File: config.mk
export PLATFORM = sky130hd
export DESIGN_NAME = decimal_factor_pixel_scaler_core
export DESIGN_NICKNAME = d
export VERILOG_FILES = /design/src/rtl/core/dfps_pkg.sv /design/src/rtl/core/dfps_raster_pos.sv /design/src/rtl/core/decimal_factor_pixel_scaler_core.sv
export SDC_FILE = /design/constraint.sdc
export NUM_CORES = 1
export LEC_CHECK = 0
export ABC_AREA = 1
export ABC_CLOCK_PERIOD_IN_PS = 4840
export BUFFER_PORTS_ARGS = -buffer_cell sky130_fd_sc_hd__buf_2
export CORE_UTILIZATION = 60
export DETAILED_ROUTE_END_ITERATION = 12
export HOLD_SLACK_MARGIN = 0.05
export PLACE_DENSITY = 0.86
export SLEW_MARGIN = 20
export SYNTH_ARGS = -nofsm -noshare
export SYNTH_HDL_FRONTEND = slang
export SYNTH_SLANG_ARGS = --single-unit
export TNS_END_PERCENT = 10
File: constraint.sdc
create_clock -name clk -period 4.84 [get_ports clk]
set_input_delay 0.726 -clock clk [delete_from_list [all_inputs] [get_ports clk]]
set_output_delay 0.726 -clock clk [all_outputs]
set_load 0.1 [all_outputs]
File: src/rtl/core/dfps_pkg.sv
package dfps_pkg;

  localparam int unsigned PixelW   = 24;
  localparam int unsigned WholeW   = 7;
  localparam int unsigned TenthsW  = 4;
  localparam int unsigned WidthW   = 13;
  localparam int unsigned ColumnW  = 12;
  localparam int unsigned PhaseW   = 4;
  localparam int unsigned CopiesW  = 7;
  localparam int unsigned CfgIdxW  = 2;
  localparam int unsigned CfgDataW = 13;
  localparam int unsigned MarkW    = 10;

  localparam logic [WidthW-1:0]  MaxWidth   = WidthW'(4096);
  localparam logic [WholeW-1:0]  MaxWhole   = WholeW'(100);
  localparam logic [TenthsW-1:0] MaxTenths  = TenthsW'(9);
  localparam logic [PhaseW-1:0]  FirstPhase = PhaseW'(1);
  localparam logic [PhaseW-1:0]  LastPhase  = PhaseW'(10);

  typedef enum logic [CfgIdxW-1:0] {
    CFG_WHOLE_FACTOR = 2'd0,
    CFG_TENTHS_DIGIT = 2'd1,
    CFG_SOURCE_WIDTH = 2'd2,
    CFG_UNUSED       = 2'd3
  } cfg_idx_t;

  // Position information handed from the raster tracker to the result logic.
  typedef struct packed {
    logic              last;
    logic [PhaseW-1:0] column_phase;
    logic [PhaseW-1:0] row_phase;
  } raster_pos_t;

  // Bit p-1 set: position p gets one extra copy for that tenths digit.
  function automatic logic [MarkW-1:0] mark_row(input logic [TenthsW-1:0] digit);
    logic [MarkW-1:0] m;
    case (digit)
      4'd1:    m = 10'h010;
      4'd2:    m = 10'h084;
      4'd3:    m = 10'h112;
      4'd4:    m = 10'h14A;
      4'd5:    m = 10'h155;
      4'd6:    m = 10'h2B5;
      4'd7:    m = 10'h2DD;
      4'd8:    m = 10'h37B;
      4'd9:    m = 10'h3DF;
      default: m = 10'h000;
    endcase
    return m;
  endfunction

  function automatic logic [CopiesW-1:0] copies_at(input logic [WholeW-1:0] whole,
                                                   input logic [TenthsW-1:0] tenths,
                                                   input logic [PhaseW-1:0] phase);
    logic [WholeW-1:0] w;
    logic [MarkW-1:0]  m;
    logic              extra;
    w = (whole > MaxWhole) ? MaxWhole : whole;
    m = mark_row(tenths);
    extra = 1'b0;
    if (phase >= FirstPhase && phase <= LastPhase) begin
      extra = m[phase - FirstPhase];
    end
    return CopiesW'(w) + CopiesW'(extra);
  endfunction

endpackage

File: src/rtl/core/dfps_raster_pos.sv
module dfps_raster_pos (
  input  logic                        clk,
  input  logic                        rst_n,
  input  logic                        advance,
  input  logic [dfps_pkg::WidthW-1:0] source_width,
  output dfps_pkg::raster_pos_t       pos
);

  logic [dfps_pkg::ColumnW-1:0] column_index_r, column_index_nxt;
  logic [dfps_pkg::PhaseW-1:0]  column_phase_r, column_phase_nxt;
  logic [dfps_pkg::PhaseW-1:0]  row_phase_r, row_phase_nxt;
  logic [dfps_pkg::WidthW-1:0]  eff_width;
  logic                         last;

  always_comb begin
    eff_width = source_width;
    if (eff_width == '0) begin
      eff_width = dfps_pkg::WidthW'(1);
    end
    if (eff_width > dfps_pkg::MaxWidth) begin
      eff_width = dfps_pkg::MaxWidth;
    end
  end

  // The row ends once the next column would reach the width, which also
  // covers a width shrunk part way through a row.
  assign last = ({1'b0, column_index_r} + dfps_pkg::WidthW'(1)) >= eff_width;

  always_comb begin
    column_index_nxt = column_index_r;
    column_phase_nxt = column_phase_r;
    row_phase_nxt    = row_phase_r;
    if (advance) begin
      if (last) begin
        column_index_nxt = '0;
        column_phase_nxt = dfps_pkg::FirstPhase;
        row_phase_nxt    = (row_phase_r >= dfps_pkg::LastPhase) ? dfps_pkg::FirstPhase
                                                                 : row_phase_r + 1'b1;
      end else begin
        column_index_nxt = column_index_r + 1'b1;
        column_phase_nxt = (column_phase_r >= dfps_pkg::LastPhase) ? dfps_pkg::FirstPhase
                                                                   : column_phase_r + 1'b1;
      end
    end
  end

  always_ff @(posedge clk) begin
    if (!rst_n) begin
      column_index_r <= '0;
      column_phase_r <= dfps_pkg::FirstPhase;
      row_phase_r    <= dfps_pkg::FirstPhase;
    end else begin
      column_index_r <= column_index_nxt;
      column_phase_r <= column_phase_nxt;
      row_phase_r    <= row_phase_nxt;
    end
  end

  assign pos.last         = last;
  assign pos.column_phase = column_phase_r;
  assign pos.row_phase    = row_phase_r;

endmodule

File: src/rtl/core/decimal_factor_pixel_scaler_core.sv
// Pixel scaler core: takes one source pixel per clock unless stalled, in raster
// order, and returns in the next cycle the pixel with its horizontal copy count and,
// on the last pixel of a row, the copy count for that row. One result follows every
// input beat. A single output register holds the result, so a new pixel is taken
// in every cycle in which that register is empty or its result is being taken;
// the rate is one pixel per clock unless stalled. The column, column phase and row
// phase counters advance on each accepted pixel; configuration writes apply from
// the next pixel on; they should be made only while no result is outstanding.
module decimal_factor_pixel_scaler_core (
  input  logic                          clk,
  input  logic                          rst_n,
  input  logic                          in_valid,
  output logic                          in_stall,
  input  logic [dfps_pkg::PixelW-1:0]   in_pixel_in,
  output logic                          out_valid,
  input  logic                          out_stall,
  output logic [dfps_pkg::PixelW-1:0]   out_pixel_out,
  output logic [dfps_pkg::CopiesW-1:0]  out_column_copies,
  output logic                          out_row_end,
  output logic [dfps_pkg::CopiesW-1:0]  out_row_copies,
  input  logic                          cfg_valid,
  output logic                          cfg_ready,
  input  logic [dfps_pkg::CfgIdxW-1:0]  cfg_index,
  input  logic [dfps_pkg::CfgDataW-1:0] cfg_data
);

  logic [dfps_pkg::WholeW-1:0]  whole_factor_r;
  logic [dfps_pkg::TenthsW-1:0] tenths_digit_r;
  logic [dfps_pkg::WidthW-1:0]  source_width_r;
  logic [dfps_pkg::TenthsW-1:0] eff_tenths;

  logic                         accept;
  dfps_pkg::raster_pos_t        pos;

  logic                         out_valid_r, out_valid_nxt;
  logic [dfps_pkg::PixelW-1:0]  pixel_r;
  logic [dfps_pkg::CopiesW-1:0] column_copies_r, column_copies_nxt;
  logic                         row_end_r;
  logic [dfps_pkg::CopiesW-1:0] row_copies_r, row_copies_nxt;

  assign cfg_ready = 1'b1;

  always_ff @(posedge clk) begin
    if (!rst_n) begin
      whole_factor_r <= dfps_pkg::WholeW'(1);
      tenths_digit_r <= '0;
      source_width_r <= dfps_pkg::WidthW'(1);
    end else if (cfg_valid && cfg_ready) begin
      case (dfps_pkg::cfg_idx_t'(cfg_index))
        dfps_pkg::CFG_WHOLE_FACTOR: whole_factor_r <= cfg_data[dfps_pkg::WholeW-1:0];
        dfps_pkg::CFG_TENTHS_DIGIT: tenths_digit_r <= cfg_data[dfps_pkg::TenthsW-1:0];
        dfps_pkg::CFG_SOURCE_WIDTH: source_width_r <= cfg_data;
        default: ;
      endcase
    end
  end

  assign in_stall = out_valid_r && out_stall;
  assign accept   = in_valid && !in_stall;

  dfps_raster_pos u_raster_pos (
    .clk          (clk),
    .rst_n        (rst_n),
    .advance      (accept),
    .source_width (source_width_r),
    .pos          (pos)
  );

  assign eff_tenths = (tenths_digit_r > dfps_pkg::MaxTenths) ? '0 : tenths_digit_r;

  always_comb begin
    column_copies_nxt = dfps_pkg::copies_at(whole_factor_r, eff_tenths, pos.column_phase);
    row_copies_nxt    = '0;
    if (pos.last) begin
      row_copies_nxt = dfps_pkg::copies_at(whole_factor_r, eff_tenths, pos.row_phase);
    end
  end

  always_comb begin
    out_valid_nxt = out_valid_r;
    if (accept) begin
      out_valid_nxt = 1'b1;
    end else if (!out_stall) begin
      out_valid_nxt = 1'b0;
    end
  end

  always_ff @(posedge clk) begin
    if (!rst_n) begin
      out_valid_r <= 1'b0;
    end else begin
      out_valid_r <= out_valid_nxt;
    end
  end

  always_ff @(posedge clk) begin
    if (accept) begin
      pixel_r         <= in_pixel_in;
      column_copies_r <= column_copies_nxt;
      row_end_r       <= pos.last;
      row_copies_r    <= row_copies_nxt;
    end
  end

  assign out_valid         = out_valid_r;
  assign out_pixel_out     = pixel_r;
  assign out_column_copies = column_copies_r;
  assign out_row_end       = row_end_r;
  assign out_row_copies    = row_copies_r;

endmodule

# After elaboration in Yosys (flattened, before gate mapping)
# Memory sizes are Yosys's and may differ from the RTL's.
# Cells that the tools add are included.
# Widths: inputs -> output; s select.
[word_totals] mem_count=2 mem_bits_ro=320 regBits=84 elab_cells=65
[mem_list] memory="(no name shown)" depth=16 word_bits=10 read_ports=1 rd_ports_with_merged_regs=0 write_ports=0 line_no="dfps_pkg.sv:37" source="case (digit)"
[mem_list] memory="(no name shown)" depth=16 word_bits=10 read_ports=1 rd_ports_with_merged_regs=0 write_ports=0 line_no="dfps_pkg.sv:37"
[op_classes] n_eq_ne=3 mux=18 order_cmp=12 addsub=8 n_reduce_logical=11
[op_table] cell="$mux 13" n=2
[op_table] cell="$mux 4" n=4
[op_table] cell="$add 7x1->7" n=2
[op_table] cell="$add 12x1->13 const B" n=1
[op_table] cell="$ge 13x13->1" n=1
[op_table] cell="$gt 13x13->1 const B" n=1
[op_table] cell="$logic_not 13->1" n=1
[op_table] cell="$add 12x1->12 const B" n=1
[op_table] cell="$mux 12" n=1
[op_table] cell="$lt 4x5->1 const B" n=2
[op_table] cell="$mux 10" n=1
[op_table] cell="$add 4x1->4 const B" n=2
[op_table] cell="$bmux 1 s4" n=2
[op_table] cell="$ge 4x1->1 const B" n=2
[op_table] cell="$ge 4x4->1 const B" n=2
[op_table] cell="$le 4x4->1 const B" n=2
[op_table] cell="$reduce_and 2->1" n=4
[op_table] cell="$sub 4x1->4 const B" n=2
[op_table] cell="$gt 7x7->1 const B" n=1
[op_table] cell="$mux 1" n=7
[op_table] cell="$mux 7" n=1
[op_table] cell="$gt 4x4->1 const B" n=1
[op_table] cell="$logic_and 1x1->1" n=4
[op_table] cell="$eq 2x1->1 const B" n=1
[op_table] cell="4 further kinds" n=4

# Logic depth before layout (Yosys ltp)
# Gate-level depths: netlist of the first run.
[logic_depth] word_depth=11 depth_mapped=20 mapped_depth_nobuf=20

# By module
# Synthesis of the first run repeated with hierarchy kept, for this count alone.
[hier_totals] hier_cells=531 area_unflattened_um2=4491.8
[modules_own_cells] module="decimal_factor_pixel_scaler_core" cells_each=306 n_inst=1 area_per_inst_um2=2906.5
[modules_own_cells] module="dfps_raster_pos" cells_each=225 n_inst=1 area_per_inst_um2=1585.3

# Least setup slack after synthesis of the first run
# OpenSTA, ideal clock, no wires.
[synth_path] path_kind="register to register" from="register out_valid_r (netlist: out_valid)" to="register u_raster_pos.column_index_r[9] in the netlist's numbering" path_buffers=1 arrival_ns=2.586 path_stages_with_launch=7 required_time_ns=4.692 path_slack_ns=2.106 path_cell_list="dfxtp_1 > nand2_1 > inv_1 > nor2_4 > buf_2 > o21ai_0 > a21oi_1"
[synth_between] elab_chain_cells=3
[synth_rtl] element="start, declared" line_no="decimal_factor_pixel_scaler_core.sv:35" source="logic out_valid_r, out_valid_nxt;"
[synth_rtl] element="start signal, assigned" line_no="decimal_factor_pixel_scaler_core.sv:92" source="out_valid_r <= out_valid_nxt;"
[synth_rtl] element="$logic_and 1x1->1" line_no="decimal_factor_pixel_scaler_core.sv:58" source="assign in_stall = out_valid_r && out_stall;"
[synth_rtl] element="named net in_stall" line_no="decimal_factor_pixel_scaler_core.sv:13" source="output logic in_stall,"
[synth_rtl] element="$logic_not 1->1" line_no="decimal_factor_pixel_scaler_core.sv:59" source="assign accept = in_valid && !in_stall;"
[synth_rtl] element="$logic_and 1x1->1" line_no="decimal_factor_pixel_scaler_core.sv:59"
[synth_rtl] element="named net accept" line_no="decimal_factor_pixel_scaler_core.sv:32" source="logic accept;"
[synth_rtl] element="end signal, assigned" line_no="dfps_raster_pos.sv:53" source="column_index_r <= column_index_nxt;"
[synth_rtl] element="end, declared" line_no="dfps_raster_pos.sv:9" source="logic [dfps_pkg::ColumnW-1:0] column_index_r, column_index_nxt;"
# The timed path passes the listed nets, and every way through them passes these cells.
# A chain may end at the register's enable or synchronous reset.

==> flow_summary.yaml, run 1 <==
sta:
  grt_setup_unrepaired: "no"
  finalCriticalPeriod_ns: 3.09
  setup_viol_count_final: 0
  worst-slew-pin-transition_ns: 0.833
  finalHoldViolations: 0
  fin_worst_skew_ns: 0.0198
  min_period_over_period_pct: 63.9
  setup_total_negative_slack_ns: 0
  relSlewSlack_pct: 44.1
  timing.final.max_slew_violations: 0
  timing.fmax_ghz: 0.323
synth:
  ys_types: 34
  synthDominantAreaCellType: "edfxtp_1"
  avgSynthCellArea_um2: 8.27
  synth.cell_area_mm2: 0.00446
  yosys.area.top_type_share_pct: 26.2
  synthFlopType: "dfxtp_1"
  register_bit_count_reported_by_yosys: 84
  syn_nets: 616
  syn_inst: 540
  synth.most_common_cell: "nand2_1"
  synthesis_warnings: 0
  ys_async_sr_fraction_pct: 0
  synth_area_leaders: "edfxtp_1, dfxtp_1, ha_1"
  synth.top_cells.by_count: "nand2_1, nor2_1, inv_1"
  synth-seq-area-share_pct: 46.4
  edff_count_synth: 39
route:
  viasPerCell: 5.45
  detailedRoute.firstPassIterationCount: 5
  wl_per_cell_um: 13.6
  detail_route.wirelength_mm: 9.87
  initialDrtViolationCount: 319
  drc: 0
  drtAntennaViolNets: 0
  vias: 3960
die:
  initial_utilization_pct: 61.9
  floorplan.die_area_mm2: 0.00779
  die_w_um: 88.3
  std_cell_rows: 31
  fp.dieH_um: 88.3
  core-area_mm2: 0.00721
  io_pins: 86
critical_path:
  critical_path_required_ns: 5.13
  rr_worst_depth: 15
  slowest_stage: "o21ai_1"
  critPathLaunchType: "flip-flop"
  arrival_ns: 3.38
  critPathMaxStageDelay_ns: 0.54
  timing.critical_path.cells: "inv_1, nand4_1, nor2_1, and3_1, inv_1, o21ai_1, nand2_1, ha_1, a21oi_1, o21ai_0, nor2_1, nand3_2, nand2_4, nand2_4, nor3_1"
  worstReg2RegStart: "source_width_r[7]$_SDFFE_PN0P_"
  crit_path_class: "reg2reg"
  critPathMaxFanout: 11
  cp-end-kind: "flip-flop"
  timing.critical_path.from: "source_width_r[7]$_SDFFE_PN0P_"
clock_tree:
  clkTransAtPathRegs_ns: 0.09
  cts_made_buffers: 9
  ctsHtreeMaxLevel: 3
  post-cts-setup-buffers: 0
  ctsRootBufferMaster: "clkbuf_8"
  cts_hold_buffers: 0
  tritoncts: "done"
  clock_latency_at_the_later_pin_of_the_worst_skew_pair_ns: 0.37
  numClockSinks: 84
  cts_repair_resize_count: 0
  clock_tree.buffer_depth: 2
power_and_ir_drop:
  switching_share_pct: 41.2
  p_clk_share_pct: 24.5
  power.switching_mw: 0.832
  vdd.ir_drop.worst_mv: 0.197
  internal_power_mw: 1.19
  flop_pwr_share_pct: 42.4
  combPwrFrac_pct: 33.1
  leakagePower_nw: 2.44
  pwr_density_cell_mw_per_mm2: 393
status:
  outcome: "completed"
placement:
  placed_cell_area_mm2: 0.00495
  hpwl_after_dpl_mm: 7.34
  port_buffers: 84
  gp_routability_congestion: 0.947
global_routing:
  grt_use_total_pct: 26.8
  pin_count_of_the_biggest_net_entering_global_routing: 55
  antenna_found_initial: 0
  grt_pass1_vias: 3591
  grt_remaining_overflow: 0
  grt_pass1_wl_mm: 16.1
min_path:
  hold_path.class: "reg2reg"
  worst_hold_path.num_cells: 2
  hold_path_startpoint: "out_valid$_SDFFE_PN0P_"
flow_run:
  max_cap_violations: 0
final_layout:
  final_cell_area_mm2: 0.00515
  layout-area-overhead-vs-synth_pct: 15.3
  antenna_cells_inserted: 0
  nets: 699
  fillerInstances: 560
  finish.utilization_pct: 71.3
  post_route_cells_drive_above_1_share_pct: 17.8
-- kinds of logic after synthesis --
logic type	count (synthesis)	share of synthesized area, %
adders and majority gates	32	8.97
DFF	84	46.4
other	1	0.0840
buffers and inverters	81	7.26
AOI/OAI and AO/OA	83	9.70
xor gates and xnor gates	22	4.48
and+or+nand+nor	237	23.1
-- area by class of cell --
type	instances	area, um2	area share, %
multi-input combinational	375	2070	40.2
timing repair buffer	85	428	8.31
inverter	68	255	4.96
sequential	84	2070	40.3
clock inverter	7	76.3	1.48
tap	99	124	2.41
clock buffer	9	124	2.41
-- sequential cells by signal, summed over array words and instances (netlist names), 4 cells and up --
register	count
source_width_r	13
tenths_digit_r	4
u_raster_pos.column_phase_r	4
u_raster_pos.row_phase_r	4
out_row_copies	7
out_column_copies	7
out_pixel_out	24
u_raster_pos.column_index_r	12
whole_factor_r	7
-- power groups by stage --
stage | clock [mW] | sequential, mW | combinational, mW
after floorplan | 0 | 1.08 | 0.318
after global placement | 0 | 0.869 | 0.643
after detailed placement | 0 | 0.872 | 0.661
after CTS | 0.499 | 0.856 | 0.665
after global routing | 0.532 | 0.866 | 0.730
final | 0.495 | 0.857 | 0.669
-- metal layers --
| layer | track usage [%] | vias to the layer above | routed length [um] |
|---|---|---|---|
| li1 | - | 1927 | - |
| met1 | 32.5 | 1812 | 4090 |
| met2 | 45.5 | 192 | 4750 |
| met3 | 5.88 | 29 | 755 |
| met4 | 12.5 | 0 | 280 |
| met5 | 0 | - | 0 |
-- worst max-delay path: cells and delay by family (launching register included) --
| family | cells | cell delay [ns] |
|---|---|---|
| fa+ha+maj | 1 | 0.35 |
| simple gates | 9 | 1.42 |
| compound gates | 3 | 0.79 |
| buf+inv | 2 | 0.11 |
| flops | 1 | 0.33 |
-- path summary, 6_finish.rpt --
path | to | slack, ns
worst max-delay path | u_raster_pos.column_index_r[8]$_SDFFE_PN0P_ | 1.75
worst min-delay path | out_valid$_SDFFE_PN0P_ | 0.49
worst max register to register | u_raster_pos.column_index_r[8]$_SDFFE_PN0P_ | 1.75
worst min register to register | out_valid$_SDFFE_PN0P_ | 0.49
-- metrics by stage --
stage                     power [mW]  worst slack (ns)  instances  hold slack, ns
final                           2.02              1.75        727           0.490
after global routing            2.13              1.41        727           0.503
after CTS                       2.02              1.53        727           0.486
after detailed placement        1.53              1.53        711           0.473
after global placement          1.51              1.73        711           0.457
after floorplan                 1.40              2.11        540           0.437
-- cells in the final DEF, fill, tap and decap left out, drive strengths merged, types with 4 or more instances in the layout --
| cell type | count |
|---|---|
| xnor2 | 8 |
| ha | 32 |
| xor2 | 14 |
| nand3b | 4 |
| inv | 71 |
| clkbuf | 9 |
| clkinv | 4 |
| o211ai | 4 |
| nand2 | 109 |
| a21oi | 44 |
| o21ai | 31 |
| edfxtp | 39 |
| nor3 | 15 |
| nor2 | 71 |
| dfxtp | 45 |
| buf | 85 |
| nand3 | 35 |
Note: power is estimated with default switching activity, not from simulation.
==> run 2, diff against run 1 <==
--- a/config.mk
+++ b/config.mk
@@ -6,12 +6,12 @@
 export NUM_CORES = 1
 export LEC_CHECK = 0
 export ABC_AREA = 1
-export ABC_CLOCK_PERIOD_IN_PS = 4840
+export ABC_CLOCK_PERIOD_IN_PS = 3250
 export BUFFER_PORTS_ARGS = -buffer_cell sky130_fd_sc_hd__buf_2
-export CORE_UTILIZATION = 60
+export CORE_UTILIZATION = 56
 export DETAILED_ROUTE_END_ITERATION = 12
 export HOLD_SLACK_MARGIN = 0.05
-export PLACE_DENSITY = 0.86
+export PLACE_DENSITY = 0.81
 export SLEW_MARGIN = 20
 export SYNTH_ARGS = -nofsm -noshare
 export SYNTH_HDL_FRONTEND = slang
==> constraint.sdc (replaced) <==
create_clock -name clk -period 3.25 [get_ports clk]
set_input_delay 0.4875 -clock clk [delete_from_list [all_inputs] [get_ports clk]]
set_output_delay 0.4875 -clock clk [all_outputs]
set_load 0.1 [all_outputs]
==> run 2 against run 1 <==
Compared with the run above:
- combinational power grew 49%
- clock power grew 62%
- count of clock-buffer cells in the layout is the same
- critical endpoint is now out_row_copies[4]$_SDFFCE_PN0P_
- worst hold slack lost 0.20 ns
==> flow_summary.yaml, run 2 (synthesis gave the netlist of run 1 again) <==
status:
  outcome: "completed"
critical_path:
  cp-end-kind: "flip-flop"
  critPathMaxStageDelay_ns: 0.37
  cell_repeated_most_along_the_worst_path: "nand2_1"
  crit_path_class: "reg2reg"
  regToRegEndpoint: "out_row_copies[4]$_SDFFCE_PN0P_"
  timing.critical_path.cells: "o21ai_0, nand2_1, ha_1, inv_1, nand3_1, nand2_1, inv_1, nand2_1, nand2_1, nand2_1, nand3_1, nand2_1, inv_1, a21oi_1, ha_1, ha_1, nand3_1, xnor2_1, nor2_1"
  critPathLaunchType: "flip-flop"
  worstReg2RegStart: "tenths_digit_r[2]$_SDFFE_PN0P_"
  setup.reg_to_reg.worst_slack_ns: 0.40
  arrival_ns: 2.98
  rr_worst_depth: 19
  slowest_stage: "dfxtp_1"
  critical_path_required_ns: 3.38
  critPathMaxFanout: 7
global_routing:
  grt_pass1_vias: 3495
  grt_pass1_wl_mm: 16.0
  pin_count_of_the_biggest_net_entering_global_routing: 48
  antenna_found_initial: 0
  grt_use_total_pct: 24.4
  grt_remaining_overflow: 0
route:
  detail_route.wirelength_mm: 9.76
  viasPerCell: 5.24
  vias: 3840
  initialDrtViolationCount: 217
  detailedRoute.firstPassIterationCount: 6
  wl_per_cell_um: 13.3
  drtAntennaViolNets: 0
  drc: 0
power_and_ir_drop:
  vdd.ir_drop.worst_mv: 0.267
  combPwrFrac_pct: 32.4
  internal_power_mw: 1.85
  finalPower_mw: 3.08
  leakagePower_nw: 2.46
  pwr_density_cell_mw_per_mm2: 593
  flop_pwr_share_pct: 41.5
  p_clk_share_pct: 26.0
  switching_share_pct: 39.9
  power.switching_mw: 1.23
sta:
  grt_setup_unrepaired: "no"
  min_period_over_period_pct: 87.7
  worst-slew-pin-transition_ns: 0.861
  setup_total_negative_slack_ns: 0
  setup_viol_count_final: 0
  relSlewSlack_pct: 42.5
  finalHoldViolations: 0
  timing.fmax_ghz: 0.351
  finalCriticalPeriod_ns: 2.85
  worst_hold_slack_ns: 0.288
  timing.final.max_slew_violations: 0
  fin_worst_skew_ns: 0.0152
clock_tree:
  ctsHtreeMaxLevel: 3
  numClockSinks: 84
  clkTransAtPathRegs_ns: 0.10
  tritoncts: "done"
  cts_repair_resize_count: 0
  clock_latency_at_the_later_pin_of_the_worst_skew_pair_ns: 0.37
  post-cts-setup-buffers: 0
  cts_hold_buffers: 0
  cts_made_buffers: 9
  clock_tree.buffer_depth: 2
  ctsRootBufferMaster: "clkbuf_8"
final_layout:
  layout.cells.most_common: "nand2_1"
  nets: 702
  fillerInstances: 638
  instances_no_fill: 733
  largest_register_ffs: 24
  finish.utilization_pct: 67.1
  mostFrequentLayoutCells: "nand2_1, buf_2, nor2_1, inv_1, dfxtp_1"
  antenna_cells_inserted: 0
  layout-area-overhead-vs-synth_pct: 16.2
  final-seq-area_mm2: 0.00207
  area_taken_by_multi_input_logic_gates_mm2: 0.00207
  post_route_cells_drive_above_1_share_pct: 18.2
min_path:
  worst_hold_path.num_cells: 1
  hold_path_startpoint: "in_pixel_in[12]"
  hold_path.class: "in2reg"
  min_delay_worst_endpoint: "out_pixel_out[12]$_DFFE_PP_"
die:
  floorplan.die_area_mm2: 0.00833
  die_w_um: 91.3
  fp.dieH_um: 91.3
  std_cell_rows: 32
  core-area_mm2: 0.00773
  initial_utilization_pct: 57.8
  io_pins: 86
placement:
  gp_routability_congestion: 0.966
  port_buffers: 84
  numPlacedInstances: 717
  hpwl_after_dpl_mm: 7.18
flow_run:
  max_cap_violations: 0
run 2: changes by cell type in the layout (fill, tap and decap cells not counted), sizes merged:
cell      before  now
inv           71   72
clkinv         4    1
bufinv         0    1
buf           85   88
clkinvlp       0    1
run 2: worst max path at each step:
stage,startpoint,slack (ns),endpoint,depth (start not counted)
5_1_grt,tenths_digit_r[2]$_SDFFE_PN0P_,0.08,out_row_copies[4]$_SDFFCE_PN0P_,19
2_1_floorplan,out_valid$_SDFFE_PN0P_,0.52,u_raster_pos.column_index_r[9]$_SDFFE_PN0P_,6
4_1_cts,tenths_digit_r[2]$_SDFFE_PN0P_,0.42,out_row_copies[4]$_SDFFCE_PN0P_,19
3_3_place_gp,tenths_digit_r[2]$_SDFFE_PN0P_,0.54,out_row_copies[4]$_SDFFCE_PN0P_,19
6_report,tenths_digit_r[2]$_SDFFE_PN0P_,0.40,out_row_copies[4]$_SDFFCE_PN0P_,19
3_5_place_dp,u_raster_pos.column_index_r[0]$_SDFFE_PN0P_,0.48,u_raster_pos.column_index_r[6]$_SDFFE_PN0P_,15
run 2: final cells by class:
class	instances	area share [%]
timing repair buffer	88	8.69
tap	102	2.46
sequential	84	40.0
clock buffer	9	2.39
multi-input combinational	375	39.9
clock inverter	7	1.71
inverter	68	4.92
run 2: stage by stage:
stage          worst slack (ns)  instance area (um2)
3_3_place_gp              0.541                 4970
6_report                  0.400                 5190
2_1_floorplan             0.516                 4460
5_1_grt                  0.0757                 5190
3_5_place_dp              0.477                 4970
4_1_cts                   0.417                 5190
run 2: critical path: cells and delay by family, from the launching register on:
| kind | cells | cell delay (ns) |
|---|---|---|
| xor gates and xnor gates | 1 | 0.19 |
| DFF | 1 | 0.37 |
| buffers and inverters | 3 | 0.14 |
| AOI/OAI and AO/OA | 2 | 0.37 |
| and+or+nand+nor | 10 | 0.87 |
| adders and majority gates | 3 | 0.67 |
run 2: layer usage:
metal | global-route usage [%] | share of wire (%) | vias up
met5 | 0 | 0 | -
met4 | 10.6 | 2.3 | 0
met3 | 4.94 | 5.9 | 20
met2 | 41.0 | 49 | 129
met1 | 30.3 | 43 | 1758
li1 | - | - | 1933
run 2: power groups by stage:
stage,clock network (mW),registers [mW],logic [mW]
2_1_floorplan,0,1.61,0.474
3_3_place_gp,0,1.30,0.966
3_5_place_dp,0,1.30,0.985
4_1_cts,0.809,1.28,0.992
5_1_grt,0.854,1.29,1.08
6_report,0.800,1.28,0.998
==> run 3, diff against run 2 <==
--- a/config.mk
+++ b/config.mk
@@ -15,5 +15,6 @@
 export SLEW_MARGIN = 20
 export SYNTH_ARGS = -nofsm -noshare
 export SYNTH_HDL_FRONTEND = slang
+export SYNTH_HIERARCHICAL = 1
 export SYNTH_SLANG_ARGS = --single-unit
 export TNS_END_PERCENT = 10
==> run 3 against run 2 <==
Compared with the run above:
- clock skew barely moved
- clock power rose by 2%
- global-route usage fell by 0.41 points
- first-iteration DRC count rose by 12%
- largest power group unchanged
- critical endpoint unchanged
- non-clock buffer count did not move
- via count rose by 2.3%
==> flow_summary.yaml, run 3 <==
synth:
  synth.cell_area_mm2: 0.00449
  register_bit_count_reported_by_yosys: 84
  syn_nets: 606
  synth.most_common_cell: "nand2_1"
  synth-seq-area-share_pct: 46.1
  synth.top_cells.by_count: "nand2_1, nor2_1, inv_1"
  ys_types: 44
  yosys.area.top_type_share_pct: 26.1
  edff_count_synth: 39
  muxShareOfSynthArea_pct: 0.446
  synth_area_leaders: "edfxtp_1, dfxtp_1, ha_1"
  synthesis_warnings: 6
  synth-compound-area-share_pct: 11.5
  synthAdderAreaFrac_pct: 8.64
  combinational_family_with_the_most_area_after_synthesis: "simple AND/OR/NAND/NOR gates"
  ys_async_sr_fraction_pct: 0
  avgSynthCellArea_um2: 8.46
  synthDominantAreaCellType: "edfxtp_1"
  synth_simple_gate_area_share_pct: 22.6
  synthFlopType: "dfxtp_1"
  syn_inst: 531
  synth_xor_xnor_area_share_pct: 3.90
critical_path:
  arrival_ns: 3.07
  critPathLaunchType: "flip-flop"
  critPathMaxFanout: 6
  cp-end-kind: "flip-flop"
  setup.reg_to_reg.worst_slack_ns: 0.29
  crit_path_class: "reg2reg"
  regToRegEndpoint: "out_row_copies[4]$_SDFFCE_PN0P_"
  critical_path_required_ns: 3.36
  worstReg2RegStart: "tenths_digit_r[1]$_SDFFE_PN0P_"
  rr_worst_depth: 16
final_layout:
  final_cell_area_mm2: 0.00523
  largest_register_ffs: 24
  layout-area-overhead-vs-synth_pct: 16.4
  nets: 694
  layout.cells.most_common: "nand2_1"
  finish.utilization_pct: 67.6
  mostFrequentLayoutCells: "nand2_1, buf_2, nor2_1, inv_1, dfxtp_1"
  post_route_cells_drive_above_1_share_pct: 20.5
  antenna_cells_inserted: 0
  instances_no_fill: 726
sta:
  min_period_over_period_pct: 91.2
  setup_total_negative_slack_ns: 0
  relSlewSlack_pct: 51.0
  timing.fmax_ghz: 0.337
  setup_slack_ns: 0.286
  setup_viol_count_final: 0
  fin_worst_skew_ns: 0.0154
  finalCriticalPeriod_ns: 2.96
  grt_setup_unrepaired: "no"
  worst-slew-pin-transition_ns: 0.733
  timing.final.max_slew_violations: 0
  finalHoldViolations: 0
placement:
  port_buffers: 84
  placed_cell_area_mm2: 0.00501
  numPlacedInstances: 710
  hpwl_after_dpl_mm: 7.38
  gp_routability_congestion: 0.862
  setup_slack_at_placement_ns: 0.432
min_path:
  hold_path.class: "in2reg"
  min_delay_worst_endpoint: "out_pixel_out[21]$_DFFE_PP_"
  worst_hold_path.num_cells: 1
  hold_path_startpoint: "in_pixel_in[21]"
power_and_ir_drop:
  vdd.ir_drop.worst_mv: 0.430
  switching_share_pct: 37.9
  pwr_density_cell_mw_per_mm2: 581
  p_clk_share_pct: 27.0
  flop_pwr_share_pct: 41.4
  leakagePower_nw: 2.48
  power.switching_mw: 1.15
  combPwrFrac_pct: 31.6
  internal_power_mw: 1.88
route:
  wl_per_cell_um: 13.7
  drtAntennaViolNets: 0
  met3WireLength_um: 681
  vias: 3930
  initialDrtViolationCount: 244
  drc: 0
  detail_route.wirelength_mm: 9.98
  met2RoutedLength_mm: 4.88
  detailedRoute.firstPassIterationCount: 5
  routedLengthMet1_mm: 4.13
  dr.max_layer_used: "met4"
  viasPerCell: 5.41
clock_tree:
  clkTransAtPathRegs_ns: 0.09
  clock_tree.buffer_depth: 2
  ctsHtreeMaxLevel: 3
  cts_repair_resize_count: 0
  cts_hold_buffers: 0
  cts_made_buffers: 9
  clock_latency_at_the_later_pin_of_the_worst_skew_pair_ns: 0.36
  numClockSinks: 84
  post-cts-setup-buffers: 0
  tritoncts: "done"
  ctsRootBufferMaster: "clkbuf_8"
global_routing:
  antenna_found_initial: 0
  grt_pass1_vias: 3536
  grt_use_total_pct: 24.0
  grt_remaining_overflow: 0
  grt_pass1_wl_mm: 15.8
  pin_count_of_the_biggest_net_entering_global_routing: 32
die:
  core-area_mm2: 0.00773
  fp.dieH_um: 91.6
  die_w_um: 91.6
  std_cell_rows: 32
  floorplan.die_area_mm2: 0.00838
  initial_utilization_pct: 58.1
  io_pins: 86
flow_run:
  max_cap_violations: 0
status:
  outcome: "completed"
==> run 3: cell count changes in the layout (fill, tap and decap cells not counted), moves of 3 or more <==
cell,previous run,this run
nor2_2,0,6
nand3_1,33,36
o21ai_0,30,41
nand3b_1,4,0
nand2_1,105,100
a21oi_1,44,32
xnor2_1,8,4
a21oi_2,0,3
nor3_1,14,2
nor2_1,69,62
inv_1,66,58
xor2_1,13,16
==> run 3: logic make-up (layout without fill, tap and decap cells) <==
group,Yosys count,in the layout
compound gates,93,93
xor+xnor,20,20
fa+ha+maj,31,31
buf+inv,72,165
flops,84,84
mux,2,2
other cells,1,1
simple gates,228,228
==> run 3: worst max path at each step <==
stage | start | end | slack, ns | depth (start not counted)
after CTS | tenths_digit_r[1]$_SDFFE_PN0P_ | out_row_copies[4]$_SDFFCE_PN0P_ | 0.40 | 16
after floorplan | out_valid$_SDFFE_PN0P_ | u_raster_pos/column_index_r[7]$_SDFFE_PN0P_ | 0.18 | 9
after global routing | tenths_digit_r[1]$_SDFFE_PN0P_ | out_row_copies[2]$_SDFFCE_PN0P_ | 0.13 | 19
final | tenths_digit_r[1]$_SDFFE_PN0P_ | out_row_copies[4]$_SDFFCE_PN0P_ | 0.29 | 16
after global placement | tenths_digit_r[2]$_SDFFE_PN0P_ | out_column_copies[4]$_DFFE_PP_ | 0.58 | 13
after detailed placement | tenths_digit_r[1]$_SDFFE_PN0P_ | out_row_copies[4]$_SDFFCE_PN0P_ | 0.43 | 16
==> run 3: power groups by stage <==
stage / clock network [mW] / logic, mW / registers [mW]
after global placement: 0 / 0.904 / 1.28
after floorplan: 0 / 0.450 / 1.59
final: 0.819 / 0.958 / 1.26
after global routing: 0.866 / 1.03 / 1.27
after CTS: 0.829 / 0.950 / 1.26
after detailed placement: 0 / 0.939 / 1.28
==> run 3: area by class of cell <==
class	instances	area, um2
inverter	61	229
clock inverter	5	85.1
timing repair buffer	88	450
multi-input combinational	375	2130
tap	102	128
fill	603	2500
sequential	84	2070
clock buffer	11	133
==> run 3: worst max-delay path, stage by stage (launching register included) <==
cell and delay (ns):
dfxtp_1 0.44, o21ai_1 0.15, nand2_1 0.19, inv_1 0.07
ha_1 0.29, o21ai_0 0.31, a21oi_1 0.13, nand2_1 0.11
nand2_1 0.07, nand3_1 0.06, nand2_1 0.06, inv_1 0.06
ha_1 0.20, ha_1 0.26, nand2_1 0.10, o21ai_0 0.16
a21oi_1 0.06
==> run 3: per-stage QoR <==
step                      total power [mW]  hold WS (ns)
after floorplan                       2.04         0.464
after global routing                  3.17         0.299
after CTS                             3.04         0.292
after global placement                2.18         0.473
after detailed placement              2.22         0.493
final                                 3.04         0.300
==> run 3: metal layers <==
metal / track usage [%] / up-vias
met3: 3.94 / 26
met4: 10.8 / 0
li1: - / 1938
met2: 42.7 / 177
met5: 0 / -
met1: 28.1 / 1789
